--- config.mk ---
export PLATFORM = sky130hd
export DESIGN_NAME = ir_pulse_run_length_merger_core
export DESIGN_NICKNAME = d
export VERILOG_FILES = /design/src/rtl/core/irpm_pkg.sv /design/src/rtl/core/irpm_front.sv /design/src/rtl/core/irpm_back.sv /design/src/rtl/core/irpm_out_q.sv /design/src/rtl/core/ir_pulse_run_length_merger_core.sv
export SDC_FILE = /design/constraint.sdc
export NUM_CORES = 1
export LEC_CHECK = 0
export BUFFER_PORTS_ARGS = -buffer_cell sky130_fd_sc_hd__buf_2
export CAP_MARGIN = 20
export CORE_MARGIN = 2
export CORE_UTILIZATION = 25
export DETAILED_ROUTE_END_ITERATION = 16
export PLACE_DENSITY = 0.4
export REMOVE_ABC_BUFFERS = 1
export SLEW_MARGIN = 20
export SYNTH_ARGS = -nofsm -noshare
export SYNTH_HDL_FRONTEND = slang
export SYNTH_HIERARCHICAL = 1
export SYNTH_SLANG_ARGS = --single-unit
export TNS_END_PERCENT = 20
--- constraint.sdc ---
create_clock -name clk -period 6.9 [get_ports clk]
set_input_delay 1.035 -clock clk [delete_from_list [all_inputs] [get_ports clk]]
set_output_delay 1.035 -clock clk [all_outputs]
set_load 0.03 [all_outputs]
--- src/rtl/core/irpm_pkg.sv ---
// Package: shared types and constants of the IR pulse run-length merger.
`timescale 1ns / 1ps
`default_nettype none

package irpm_pkg;

  // Samples packed into one input word, byte 0 first
  localparam int SAMPLES_PER_WORD = 4;
  localparam int STEP_W           = $clog2(SAMPLES_PER_WORD);
  localparam int DUR_W            = 7;
  localparam int LIMIT_W          = 9;
  localparam int OUT_WIDTH_W      = 16;
  localparam int WORD_W           = 32;

  localparam logic [LIMIT_W-1:0]     IDLE_LIMIT_RESET = 9'd64;
  localparam logic [OUT_WIDTH_W-1:0] OUT_WIDTH_MAX    = 16'hFFFF;

  // Depth of the word queue at the input and of the result queue at the output
  localparam int WORD_Q_DEPTH = 2;
  localparam int OUT_Q_DEPTH  = 4;

  // One unpacked sample: pin level and duration
  typedef struct packed {
    logic             level;
    logic [DUR_W-1:0] dur;
  } sample_t;

  typedef sample_t [SAMPLES_PER_WORD-1:0] word_samples_t;

  // One finished pulse
  typedef struct packed {
    logic                   level;
    logic [OUT_WIDTH_W-1:0] width;
    logic                   last;
  } pulse_t;

endpackage

`default_nettype wire

--- src/rtl/core/irpm_front.sv ---
// Front end: accepts sample words, unpacks them and queues them for the back end.
`timescale 1ns / 1ps
`default_nettype none

module irpm_front (
  input  wire                          clk,
  input  wire                          rst,
  input  wire                          push,
  output logic                         full,
  input  wire  [irpm_pkg::WORD_W-1:0]  sample_word,
  output logic                         word_valid,
  output irpm_pkg::word_samples_t      word_samples,
  input  wire                          word_pop
);
  import irpm_pkg::*;

  localparam int PTR_W = $clog2(WORD_Q_DEPTH);
  localparam int CNT_W = $clog2(WORD_Q_DEPTH + 1);

  word_samples_t            word_q [WORD_Q_DEPTH];
  logic [PTR_W-1:0]         wr_ptr;
  logic [PTR_W-1:0]         rd_ptr;
  logic [CNT_W-1:0]         count;
  word_samples_t            unpacked;
  logic                     do_push;
  logic                     do_pop;

  // Split the word into level and duration per byte
  always_comb begin
    for (int i = 0; i < SAMPLES_PER_WORD; i++) begin
      unpacked[i].level = sample_word[8*i+7];
      unpacked[i].dur   = sample_word[8*i +: DUR_W];
    end
  end

  assign full         = (count == CNT_W'(WORD_Q_DEPTH));
  assign word_valid   = (count != '0);
  assign word_samples = word_q[rd_ptr];
  assign do_push      = push && !full;
  assign do_pop       = word_pop && word_valid;

  // Store incoming items
  always_ff @(posedge clk) begin
    if (do_push) begin
      word_q[wr_ptr] <= unpacked;
    end
  end

  // Advance pointers and fill count
  always_ff @(posedge clk) begin
    if (rst) begin
      wr_ptr <= '0;
      rd_ptr <= '0;
      count  <= '0;
    end else begin
      if (do_push) begin
        wr_ptr <= wr_ptr + PTR_W'(1);
      end
      if (do_pop) begin
        rd_ptr <= rd_ptr + PTR_W'(1);
      end
      case ({do_push, do_pop})
        2'b10:   count <= count + CNT_W'(1);
        2'b01:   count <= count - CNT_W'(1);
        default: count <= count;
      endcase
    end
  end

endmodule

`default_nettype wire

--- src/rtl/core/irpm_back.sv ---
// Back end: merges samples into pulses, one sample per cycle unless stalled, and marks the last pulse of each word.
`timescale 1ns / 1ps
`default_nettype none

module irpm_back #(
  parameter int WIDTH_BITS = 16
) (
  input  wire                            clk,
  input  wire                            rst,
  input  wire  [irpm_pkg::LIMIT_W-1:0]   idle_high_limit,
  input  wire                            word_valid,
  input  irpm_pkg::word_samples_t        word_samples,
  output logic                           word_pop,
  input  wire                            out_full,
  output logic                           out_push,
  output irpm_pkg::pulse_t               out_item
);
  import irpm_pkg::*;

  // Running state
  logic [STEP_W-1:0]     step;
  logic [WIDTH_BITS-1:0] run;
  logic                  cur;
  logic                  pend_v;
  pulse_t                pend;
  logic                  flush;

  sample_t               smp;
  logic                  last_step;
  logic                  boundary;
  logic                  idle;
  logic                  emit;
  logic [31:0]           run_ext;
  pulse_t                new_pulse;
  logic [WIDTH_BITS-1:0] base;
  logic [WIDTH_BITS:0]   sum;
  logic [WIDTH_BITS-1:0] run_next;
  logic                  need_push;
  logic                  go;
  logic                  flush_go;

  assign smp       = word_samples[step];
  assign last_step = (step == STEP_W'(SAMPLES_PER_WORD - 1));

  // Classify the level change against the running pulse
  assign boundary = (run != '0) && (smp.level != cur);
  assign idle     = cur && (run > WIDTH_BITS'(idle_high_limit));
  assign emit     = boundary && !idle;

  // Clamp the running width to the output field
  assign run_ext         = 32'(run);
  assign new_pulse.level = cur;
  assign new_pulse.width = (run_ext > 32'(OUT_WIDTH_MAX)) ? OUT_WIDTH_MAX
                                                          : run_ext[OUT_WIDTH_W-1:0];
  assign new_pulse.last  = 1'b0;

  // Saturating accumulate of the duration
  assign base     = boundary ? '0 : run;
  assign sum      = {1'b0, base} + (WIDTH_BITS+1)'(smp.dur);
  assign run_next = sum[WIDTH_BITS] ? '1 : sum[WIDTH_BITS-1:0];

  // Pick the result to push this cycle
  always_comb begin
    need_push = 1'b0;
    out_item  = pend;
    if (flush) begin
      need_push     = 1'b1;
      out_item      = pend;
      out_item.last = 1'b1;
    end else if (emit && pend_v) begin
      need_push     = 1'b1;
      out_item      = pend;
      out_item.last = 1'b0;
    end else if (last_step && pend_v) begin
      need_push     = 1'b1;
      out_item      = pend;
      out_item.last = 1'b1;
    end else if (last_step && emit) begin
      need_push     = 1'b1;
      out_item      = new_pulse;
      out_item.last = 1'b1;
    end
  end

  assign flush_go = flush && !out_full;
  assign go       = word_valid && !flush && (!need_push || !out_full);
  assign out_push = need_push && (flush_go || go);
  assign word_pop = go && last_step;

  // Advance the sample sequencer and the pending pulse
  always_ff @(posedge clk) begin
    if (rst) begin
      step   <= '0;
      run    <= '0;
      cur    <= 1'b0;
      pend_v <= 1'b0;
      flush  <= 1'b0;
    end else if (flush_go) begin
      flush  <= 1'b0;
      pend_v <= 1'b0;
    end else if (go) begin
      step <= step + STEP_W'(1);
      run  <= run_next;
      cur  <= smp.level;
      if (emit) begin
        if (pend_v) begin
          pend   <= new_pulse;
          pend_v <= 1'b1;
          flush  <= last_step;
        end else if (last_step) begin
          pend_v <= 1'b0;
        end else begin
          pend   <= new_pulse;
          pend_v <= 1'b1;
        end
      end else if (last_step) begin
        pend_v <= 1'b0;
      end
    end
  end

endmodule

`default_nettype wire

--- src/rtl/core/irpm_out_q.sv ---
// Result queue: holds finished pulses until they are taken.
`timescale 1ns / 1ps
`default_nettype none

module irpm_out_q (
  input  wire               clk,
  input  wire               rst,
  input  wire               in_push,
  input  irpm_pkg::pulse_t  in_item,
  output logic              in_full,
  input  wire               pop,
  output logic              empty,
  output irpm_pkg::pulse_t  head
);
  import irpm_pkg::*;

  localparam int PTR_W = $clog2(OUT_Q_DEPTH);
  localparam int CNT_W = $clog2(OUT_Q_DEPTH + 1);

  pulse_t           item_q [OUT_Q_DEPTH];
  logic [PTR_W-1:0] wr_ptr;
  logic [PTR_W-1:0] rd_ptr;
  logic [CNT_W-1:0] count;
  logic             do_push;
  logic             do_pop;

  assign in_full = (count == CNT_W'(OUT_Q_DEPTH));
  assign empty   = (count == '0);
  assign head    = item_q[rd_ptr];
  assign do_push = in_push && !in_full;
  assign do_pop  = pop && !empty;

  // Store pulses
  always_ff @(posedge clk) begin
    if (do_push) begin
      item_q[wr_ptr] <= in_item;
    end
  end

  // Advance pointers and fill count
  always_ff @(posedge clk) begin
    if (rst) begin
      wr_ptr <= '0;
      rd_ptr <= '0;
      count  <= '0;
    end else begin
      if (do_push) begin
        wr_ptr <= wr_ptr + PTR_W'(1);
      end
      if (do_pop) begin
        rd_ptr <= rd_ptr + PTR_W'(1);
      end
      case ({do_push, do_pop})
        2'b10:   count <= count + CNT_W'(1);
        2'b01:   count <= count - CNT_W'(1);
        default: count <= count;
      endcase
    end
  end

endmodule

`default_nettype wire

--- src/rtl/core/ir_pulse_run_length_merger_core.sv ---
// Top level of the IR pulse run-length merger: config register and the three stages.
//
//   channel   signals                                          direction
//   --------  -----------------------------------------------  ---------
//   words     push, full, sample_word                          in
//   pulses    empty, pop, pulse_level, pulse_width, last_of_run out
//   config    cfg_valid, cfg_ready, cfg_idle_high_limit        in
//
// The back end handles one sample per cycle while it is not stalled; a word whose last
// sample finishes a pulse while an earlier one still waits also passes through the flush state.
// A two-word queue at the input and a four-pulse queue at the output let both
// sides stall independently; the back end halts when the result queue is full, when no word waits, or during a flush.
// Reset (rst, synchronous) empties both queues, clears the running pulse and
// loads the idle limit with 64. cfg_ready is always high.
`timescale 1ns / 1ps
`default_nettype none

module ir_pulse_run_length_merger_core #(
  parameter int WIDTH_BITS = 16
) (
  input  wire                               clk,
  input  wire                               rst,
  input  wire                               push,
  output logic                              full,
  input  wire  [irpm_pkg::WORD_W-1:0]       sample_word,
  output logic                              empty,
  input  wire                               pop,
  output logic                              pulse_level,
  output logic [irpm_pkg::OUT_WIDTH_W-1:0]  pulse_width,
  output logic                              last_of_run,
  input  wire                               cfg_valid,
  output logic                              cfg_ready,
  input  wire  [irpm_pkg::LIMIT_W-1:0]      cfg_idle_high_limit
);
  import irpm_pkg::*;

  logic [LIMIT_W-1:0] idle_high_limit;
  logic               word_valid;
  word_samples_t      word_samples;
  logic               word_pop;
  logic               q_full;
  logic               q_push;
  pulse_t             q_item;
  pulse_t             head;

  // Hold the idle limit register
  assign cfg_ready = 1'b1;
  always_ff @(posedge clk) begin
    if (rst) begin
      idle_high_limit <= IDLE_LIMIT_RESET;
    end else if (cfg_valid && cfg_ready) begin
      idle_high_limit <= cfg_idle_high_limit;
    end
  end

  irpm_front u_front (
    .clk          (clk),
    .rst          (rst),
    .push         (push),
    .full         (full),
    .sample_word  (sample_word),
    .word_valid   (word_valid),
    .word_samples (word_samples),
    .word_pop     (word_pop)
  );

  irpm_back #(
    .WIDTH_BITS (WIDTH_BITS)
  ) u_back (
    .clk             (clk),
    .rst             (rst),
    .idle_high_limit (idle_high_limit),
    .word_valid      (word_valid),
    .word_samples    (word_samples),
    .word_pop        (word_pop),
    .out_full        (q_full),
    .out_push        (q_push),
    .out_item        (q_item)
  );

  irpm_out_q u_out_q (
    .clk     (clk),
    .rst     (rst),
    .in_push (q_push),
    .in_item (q_item),
    .in_full (q_full),
    .pop     (pop),
    .empty   (empty),
    .head    (head)
  );

  // Drive the result fields from the queue head
  assign pulse_level = head.level;
  assign pulse_width = head.width;
  assign last_of_run = head.last;

endmodule

`default_nettype wire

==> out/results.ini, run 1 <==
[critical_path]
endpoint=u_back/run[10]
critPathMaxFanout=19
crit_path_max_incr_delay_ps=880
cp_top_family=compound AO/OA/AOI/OAI gates
r2r_end=u_back/run[10]
worst-path-stages=14
start_kind=register
end_kind=register
cpMostUsedCell=nor2_1
worstPathRequired_ps=7200
path_buf_inv=0
reg2reg_slack_ps=1890
cp_slowest_cell=dfxtp_1
ff2ff_path_depth=14
path_cells=mux2_2 -> mux4_2 -> xnor2_2 -> a21oi_2 -> nor2_1 -> ha_1 -> fa_1 -> a211o_1 -> a21oi_1 -> nor2_1 -> nand3_1 -> o21ai_0 -> o311ai_1 -> o41ai_1
critPathKind=register to register
worstPathArrival_ps=5310

[timing]
tns_ps=0
tightest_slew_ps=1070
drv_slew=0
skew_ps=9.47
hold_violations=0
setup_ws_ps=1890
fin_crit_ps=5010
max-slew-margin-rel_pct=28.7
rsz0062_at_grt=false
fmax_mhz=199
fin_crit_sh_pct=72.7
finalSetupViolations=0

[global_routing]
grt_overflow=0
grt_start_max_net_pins=41
grt.total_usage_pct=10.3
grt_pass1_vias=5152
antenna_found_initial=0
grt_first_pass_wirelength_mm=28.6

[yosys]
async_flop_share_pct=0
synth_edf_count=153
syn_avg_cell_area_sq_um=15.1
yosysWarnings=6
ys_ff_latch=197
yosysUniqueCellTypes=75
ys_seq_area_share_pct=62.3
syn_area_sq_um=8790
syn_inst=581
synth_flop_cell=edfxtp_1

[job]
max-cap-violations=0

[layout]
final_nets=716
drive_above_1_share_pct=26.6
area_delta_synth_final_pct=16.0
antenna_cells=0

[die]
die-width_um=192
fp.dieH_um=192
start_util_pct=25.4
design.core.area_sq_um=34600
die_area_sq_um=36700
ios=67
std_cell_rows=68

[cts]
path_clk_slew_ps=80
cts.sinks=197
hold_buffers=0
clock-root-buffer=clkbuf_16
cts_tree=done
post_cts_resized=0
insertion_delay_ps=430
post-cts-setup-buffers=0
cts.path.max_buffers=2
cts_made_buffers=17
htree_levels=4

[placed_design]
gp_congestion=0.845
pre_cts_slack_ps=1870
hpwl_mm=12.4
io_buffers=65

[detailed_routing]
viasPerCell=4.48
vias=4989
drtPass1Iterations=4
drt_iter0_markers=353
antenna_left=0
wl_per_cell_um=16.3
route.detailed.drc=0
routed_wl_mm=18.1

[worst_hold_path]
hold_class=register to register

[pwr]
powerDensity_nw_per_um2=278
finalPower_mw=2.83
p_leak_nw=3.53
vdd_drop_max_v=0.000170

[status]
status=complete, no violations

[logic make-up (layout without fill, tap and decap cells)]
| group | after synthesis | in the layout | synth area share (%) |
|---|---|---|---|
| AO/OA/AOI/OAI | 107 | 107 | 8.37 |
| XOR/XNOR | 12 | 12 | 1.28 |
| adder cells (fa/ha/maj) | 25 | 25 | 3.73 |
| buffers and inverters | 53 | 130 | 3.06 |
| flip-flops | 197 | 197 | 62.3 |
| multiplexers | 84 | 84 | 14.7 |
| other | 1 | 1 | 0.0426 |
| AND/OR/NAND/NOR | 102 | 102 | 6.54 |
[worst min path at each step]
stage	from	endpoint	slack, ps	cells past startpoint
after global placement	u_front/wr_ptr	u_front/wr_ptr	470	2
after detailed placement	u_front/wr_ptr	u_front/wr_ptr	480	2
after global routing	u_front/wr_ptr	u_front/wr_ptr	520	2
after floorplan	u_back/run[0]	u_back/pend[1]	440	0
after CTS	u_front/wr_ptr	u_front/wr_ptr	500	2
final	u_front/wr_ptr	u_front/wr_ptr	500	2
[final cells by class]
type | instances | area [sq um]
sequential | 197 | 5480
tap | 455 | 569
clock inverter | 15 | 190
multi-input combinational | 331 | 3060
clock buffer | 17 | 425
inverter | 26 | 97.6
timing repair buffer | 72 | 385
fill | 3459 | 24400
[cells in the final DEF (no fill, tap or decap), types with 5 or more instances in the layout]
cell type,Yosys,routed
a211oi_1,8,8
a21o_1,6,6
a21oi_1,27,27
and2_1,13,13
buf_2,9,65
buf_4,3,6
clkbuf_16,0,17
dfxtp_1,44,44
edfxtp_1,153,153
ha_1,23,23
inv_1,24,24
mux2_1,17,17
mux2_2,22,22
mux2_4,10,10
mux2i_1,9,9
mux4_1,8,8
mux4_2,18,18
nand2_1,10,10
nand3_1,8,8
nor2_1,31,31
o21ai_0,22,22
or3_1,8,8
xnor2_1,5,5
xor2_1,6,6
[worst min-delay path, stage by stage (launching register included)]
cell,delay [ps]
dfxtp_1,320
o21ai_0,70
a21oi_1,70
[power by group]
group | internal, mW | total [mW] | switching (mW)
Sequential | 1.34 | 1.39 | 0.0472
Combinational | 0.168 | 0.420 | 0.251
Clock | 0.554 | 1.03 | 0.473
[cells in the mapped netlist, types with 5 or more instances]
library cell / count / area (sq um)
edfxtp_1: 153 / 4590
dfxtp_1: 44 / 881
nor2_1: 31 / 116
a21oi_1: 27 / 135
inv_1: 24 / 90.1
ha_1: 23 / 288
mux2_2: 22 / 248
o21ai_0: 22 / 110
mux4_2: 18 / 405
mux2_1: 17 / 191
and2_1: 13 / 81.3
mux2_4: 10 / 150
nand2_1: 10 / 37.5
buf_2: 9 / 45.0
mux2i_1: 9 / 90.1
a211oi_1: 8 / 60.1
mux4_1: 8 / 210
nand3_1: 8 / 40.0
or3_1: 8 / 50.1
clkbuf_1: 7 / 26.3
a21o_1: 6 / 45.0
xor2_1: 6 / 52.6
xnor2_1: 5 / 43.8
[flip-flops by register name (all words and copies together), names as in the netlist, named ones only]
| name | flops |
|---|---|
| u_out_q/item_q | 72 |
| u_front/word_q | 64 |
| u_back/pend | 17 |
| u_back/run | 16 |
| idle_high_limit | 9 |
| u_out_q/count | 3 |
| u_back/step | 2 |
| u_front/count | 2 |
| u_out_q/rd_ptr | 2 |
| u_out_q/wr_ptr | 2 |
| u_back/cur | 1 |
| u_back/flush | 1 |
| u_back/pend_v | 1 |
| u_front/rd_ptr | 1 |
| u_front/wr_ptr | 1 |
[layer usage]
layer	global-route usage, %	share of wire (%)
met5	0	0
met4	3.31	1.3
met3	2.44	3.9
met2	17.0	49
met1	13.2	46
[per-stage QoR]
step	util [%]	hold WS [ps]	instance area, sq um	cells
3_5_place_dp	27.6	482	9570	1079
3_3_place_gp	27.6	470	9570	1079
4_1_cts	29.4	495	10200	1111
2_1_floorplan	-	440	8620	554
5_1_grt	29.5	523	10200	1113
6_report	29.5	501	10200	1113
(Power assumes the default switching activity.)
==> run 2: changes to the inputs <==
Settings changed: PLACE_DENSITY 0.4 to 0.41.
Clock period 6.9 ns to 4.6 ns, I/O delays scaled along.
==> out/results.ini, run 2 (synthesized netlist as in run 1, its figures left out) <==
[die]
design.core.area_sq_um=34600  ; unchanged
die_area_sq_um=36700  ; unchanged
start_util_pct=25.4  ; unchanged
die-width_um=192  ; unchanged
ios=67  ; unchanged
fp.dieH_um=192  ; unchanged
std_cell_rows=68  ; unchanged

[placed_design]
io_buffers=65  ; unchanged
hpwl_mm=12.4  ; +0.51%
gp_congestion=0.790  ; -6.5%
place_inst=1091  ; +1.1%

[pwr]
seq_power_share_pct=50.6  ; +1.6 points
switching_share_pct=27.1  ; -0.085 points
p_leak_nw=3.53  ; -0.10%
power.share.clock_pct=33.2  ; -3.0 points
switchingPower_mw=1.11  ; +44%
powerDensity_nw_per_um2=401  ; +45%
intPower_mw=2.98  ; +44%
share_comb_of_total_power_pct=16.2  ; +1.4 points
vdd_drop_max_v=0.000310  ; +83%

[detailed_routing]
viasPerCell=4.54  ; +1.3%
drtPass1Iterations=5  ; +1
drt-met1-wl_mm=8.50  ; +1.4%
met3_length_um=797  ; +14%
antenna_left=0  ; unchanged
routed_wl_mm=18.2  ; +0.60%
drt_iter0_markers=350  ; -0.85%
wl_per_cell_um=16.2  ; -0.21%
top_layer_used=met4
vias=5097  ; +2.2%
route.detailed.drc=0  ; unchanged
dr_wl_met2_mm=8.61  ; -2.1%

[timing]
fin_crit_sh_pct=91.0  ; +18 points
fmax_mhz=239  ; +20%
tightest_slew_ps=934  ; -135 ps
hold_slack_ps=450  ; -50.9 ps
hold_violations=0  ; unchanged
skew_ps=13.2  ; +3.69 ps
drv_slew=0  ; unchanged
max-slew-margin-rel_pct=37.7  ; +8.9 points
rsz0062_at_grt=false
finalSetupViolations=0  ; unchanged
fin_crit_ps=4190  ; -826 ps

[critical_path]
cp_slowest_cell=mux4_2
path_cells=mux2_2 -> mux4_2 -> xnor2_2 -> a21oi_2 -> nor2_1 -> ha_1 -> fa_1 -> a211o_1 -> a21oi_1 -> nor2_1 -> nand3_1 -> o21ai_0 -> o311ai_1 -> o41ai_1
worstPathArrival_ps=4470  ; -840 ps
critPathKind=register to register
critPathMaxFanout=9  ; -10
cp_top_family=compound AO/OA/AOI/OAI gates
crit_path_max_incr_delay_ps=510  ; -370 ps
end_kind=register
worst-path-stages=14  ; unchanged
path_buf_inv=0  ; unchanged
ff2ff_path_depth=14  ; unchanged
cpMostUsedCell=nor2_1
worstPathRequired_ps=4880  ; -2320 ps
start_kind=register

[cts]
cts_tree=done
cts.path.max_buffers=2  ; unchanged
cts_made_buffers=17  ; unchanged
htree_levels=4  ; unchanged
path_clk_slew_ps=70  ; about the same
insertion_delay_ps=440  ; about the same
clock-root-buffer=clkbuf_16
hold_buffers=0  ; unchanged
cts.sinks=197  ; unchanged

[global_routing]
antenna_found_initial=0  ; unchanged
grt_first_pass_wirelength_mm=29.4  ; +2.7%
grt_overflow=0  ; unchanged
grt.total_usage_pct=10.4  ; +0.14 points
grt_pass1_vias=5343  ; +3.7%
grt_start_max_net_pins=41  ; unchanged

[layout]
drive_above_1_share_pct=27.3  ; +0.69 points
final_cells=1122  ; +0.81%
final_util_pct=29.4  ; -0.040 points
final_nets=726  ; +1.4%
top_register=u_out_q/item_q
final_common_cell=edfxtp_1
antenna_cells=0  ; unchanged
layout_common_cells=edfxtp_1, buf_2, dfxtp_1
largestRegisters=u_out_q/item_q: 72 flops, u_front/word_q: 64 flops, u_back/pend: 17 flops
area_delta_synth_final_pct=15.9
largest_reg_flops=72  ; unchanged

[job]
max-cap-violations=0  ; unchanged

[worst_hold_path]
hold_start=sample_word[29]
hold_class=primary input to register
hold_depth=1  ; -1

[status]
status=complete, no violations

## run 2: path summary, 6_finish.rpt
path / slack, ps / end
worst max-delay path: 410 / u_back/run[10]
worst min-delay path: 450 / u_front/word_q[1][29]
worst min register to register: 490 / u_front/wr_ptr
worst max register to register: 410 / u_back/run[10]
## run 2: final cells by class
| type | instances | area, sq um |
|---|---|---|
| repair buffers | 82 | 453 |
| clock buffers | 18 | 429 |
| well taps | 455 | 569 |
| inverters | 26 | 97.6 |
| multi-input cells | 331 | 3070 |
| clock inverters | 13 | 100 |
| flip-flops and latches | 197 | 5480 |
| fillers | 3452 | 24400 |
## run 2: per-layer routing
metal  up-vias  GRT usage, %
met5         -             0
met3        15          2.68
met1      2542          13.4
li1       2411             -
met4         0          3.31
met2       129          17.2
## run 2: what timing repair did
| item | 4_1_cts | 5_1_grt |
|---|---|---|
| setup endpoints to repair | 0 | 1 |
| gates resized for setup | 0 | 1 |
| buffers inserted | 0 | 0 |
## run 2: stage by stage
| stage | setup TNS, ps | area [sq um] | power (mW) | worst slack (ps) |
|---|---|---|---|---|
| after CTS | 0 | 10200 | 4.15 | 354 |
| after global routing | 0 | 10200 | 4.31 | 54.5 |
| final | 0 | 10200 | 4.09 | 413 |
| after floorplan | -3980 | 8620 | 2.54 | -234 |
| after detailed placement | 0 | 9660 | 2.77 | 394 |
| after global placement | 0 | 9660 | 2.76 | 529 |
## run 2: power groups by stage
stage	registers, mW	clock network, mW	logic, mW
6_report	2.07	1.36	0.662
5_1_grt	2.08	1.49	0.740
4_1_cts	2.07	1.41	0.667
3_5_place_dp	2.11	0	0.661
3_3_place_gp	2.11	0	0.654
2_1_floorplan	2.10	0	0.443
==> run 3: changes to the inputs <==
Settings changed: CORE_UTILIZATION 25 to 50, PLACE_DENSITY 0.41 to 0.71.
==> out/results.ini, run 3 (synthesized netlist as in run 1, its figures left out) <==
[detailed_routing]
antenna_left=0  ; unchanged
wl_per_cell_um=17.8  ; +9.6%
drt_iter0_markers=313  ; -11%
routed_wl_mm=15.8  ; -13%
route.detailed.drc=0  ; unchanged
drtPass1Iterations=4  ; -1
viasPerCell=5.71  ; +26%
vias=5074  ; -0.45%

[timing]
fin_crit_sh_pct=89.8  ; -1.2 points
hold_slack_ps=443  ; -6.30 ps
setup_ws_ps=468  ; +54.6 ps
hold_violations=0  ; unchanged
tightest_slew_ps=824  ; -110 ps
max-slew-margin-rel_pct=45.0  ; +7.3 points
finalSetupViolations=0  ; unchanged
fin_crit_ps=4130  ; -54.6 ps
fmax_mhz=242  ; +1.3%
skew_ps=11.1  ; -2.03 ps
drv_slew=0  ; unchanged
rsz0062_at_grt=false

[layout]
largestRegisters=u_out_q/item_q: 72 flops, u_front/word_q: 64 flops, u_back/pend: 17 flops
final_cells=889  ; -21%
final_nets=722  ; -0.55%
largest_reg_flops=72  ; unchanged
area_delta_synth_final_pct=12.5
antenna_cells=0  ; unchanged
top_register=u_out_q/item_q
drive_above_1_share_pct=27.1  ; -0.18 points
final_common_cell=edfxtp_1
layout_common_cells=edfxtp_1, buf_2, dfxtp_1

[placed_design]
gp_congestion=0.861  ; +8.9%
place_inst=857  ; -21%
io_buffers=65  ; unchanged
pre_cts_slack_ps=545  ; +151 ps
hpwl_mm=10.9  ; -12%

[pwr]
switchingPower_mw=1.10  ; -1.0%
powerDensity_nw_per_um2=413  ; +2.8%
seq_power_share_pct=50.9  ; +0.3 points
p_leak_nw=3.53  ; about the same
vdd_drop_max_v=0.000270  ; -13%
share_comb_of_total_power_pct=15.7  ; -0.5 points
power.share.clock_pct=33.4  ; +0.2 points
intPower_mw=2.98  ; about the same
switching_share_pct=26.9  ; -0.22 points

[worst_hold_path]
hold_class=primary input to register
hold_depth=1  ; unchanged
hold_start=sample_word[16]
whs_endpoint=u_front/word_q[0][16]

[cts]
cts_made_buffers=17  ; unchanged
htree_levels=4  ; unchanged
post_cts_resized=0  ; unchanged
clock-root-buffer=clkbuf_16
post-cts-setup-buffers=0  ; unchanged
cts_tree=done
path_clk_slew_ps=70  ; about the same
cts.path.max_buffers=2  ; unchanged
hold_buffers=0  ; unchanged
cts.sinks=197  ; unchanged
insertion_delay_ps=430  ; about the same

[critical_path]
path_cells=mux2_1 -> mux4_2 -> xnor2_2 -> a21o_1 -> and2_1 -> ha_1 -> o21a_1 -> o2111ai_1 -> nor2_1 -> nand2_1 -> nor3_1 -> a21oi_1 -> a211oi_1
crit_path_max_incr_delay_ps=680  ; +170 ps
critPathMaxFanout=6  ; -3
r2r_end=u_back/run[6]
end_kind=register
worstPathRequired_ps=4940  ; +60 ps
start_kind=register
cp_slowest_cell=nor3_1
worstPathArrival_ps=4470  ; about the same
critPathKind=register to register
reg2reg_slack_ps=470  ; +50 ps
ff2ff_path_depth=13  ; -1

[status]
status=complete, no violations

[job]
max-cap-violations=0  ; unchanged

[global_routing]
grt_overflow=0  ; unchanged
grt_start_max_net_pins=41  ; unchanged
grt.total_usage_pct=18.3  ; +7.8 points
grt_first_pass_wirelength_mm=25.9  ; -12%
grt_pass1_vias=5182  ; -3.0%
antenna_found_initial=0  ; unchanged

[die]
fp.dieH_um=137  ; -29%
design.core.area_sq_um=17200  ; -50%
start_util_pct=51.0  ; +26 points
std_cell_rows=48  ; -29%
die-width_um=137  ; -29%
die_area_sq_um=18700  ; -49%
ios=67  ; unchanged

[run 3: worst max-delay path by stage]
stage | startpoint | endpoint | slack [ps] | cells past startpoint
final | register | u_back/run[6] | 470 | 13
after global placement | register | u_back/run[10] | 660 | 14
after global routing | register | u_back/run[5] | 80 | 13
after detailed placement | register | u_back/run[10] | 540 | 14
after floorplan | register | u_back/pend[10] | -230 | 8
after CTS | register | u_back/run[5] | 500 | 13
[run 3: worst max-delay path: cells and delay by family, from the launching register on]
kind | cells | cell delay (ps)
and+or+nand+nor | 4 | 1240
AOI/OAI and AO/OA | 5 | 940
muxes | 2 | 870
DFF | 1 | 440
adders and majority gates | 1 | 330
xor gates and xnor gates | 1 | 210
[run 3: final cells by class]
cell class,instances,area [sq um]
Inverter,26,97.6
Timing Repair Buffer,78,423
Clock buffer,18,429
Sequential cell,197,5480
Fill cell,1346,7350
Multi-Input combinational cell,331,3070
Tap cell,225,282
Clock inverter,14,118
[run 3: power by group through the flow]
stage | sequential [mW] | combinational, mW | clock [mW]
after floorplan | 2.10 | 0.443 | 0
after global placement | 2.11 | 0.608 | 0
after detailed placement | 2.12 | 0.631 | 0
after CTS | 2.08 | 0.636 | 1.40
after global routing | 2.09 | 0.709 | 1.45
final | 2.08 | 0.640 | 1.37
[run 3: per-layer routing]
metal | global-route usage [%] | vias to the layer above | part of all wire (%)
li1 | - | 2400 | -
met4 | 7.75 | 0 | 2.3
met1 | 22.0 | 2510 | 42
met2 | 31.8 | 133 | 51
met5 | 0 | - | 0
met3 | 3.89 | 31 | 4.3
[run 3: through the flow]
| stage | TNS [ps] | power (mW) | utilization (%) | area [sq um] |
|---|---|---|---|---|
| floorplan | -3980 | 2.54 | - | 8620 |
| global placement | 0 | 2.72 | 54.2 | 9340 |
| detailed placement | 0 | 2.75 | 54.2 | 9340 |
| global route | 0 | 4.25 | 57.4 | 9890 |
| CTS | 0 | 4.11 | 57.4 | 9890 |
| finish | 0 | 4.08 | 57.4 | 9890 |
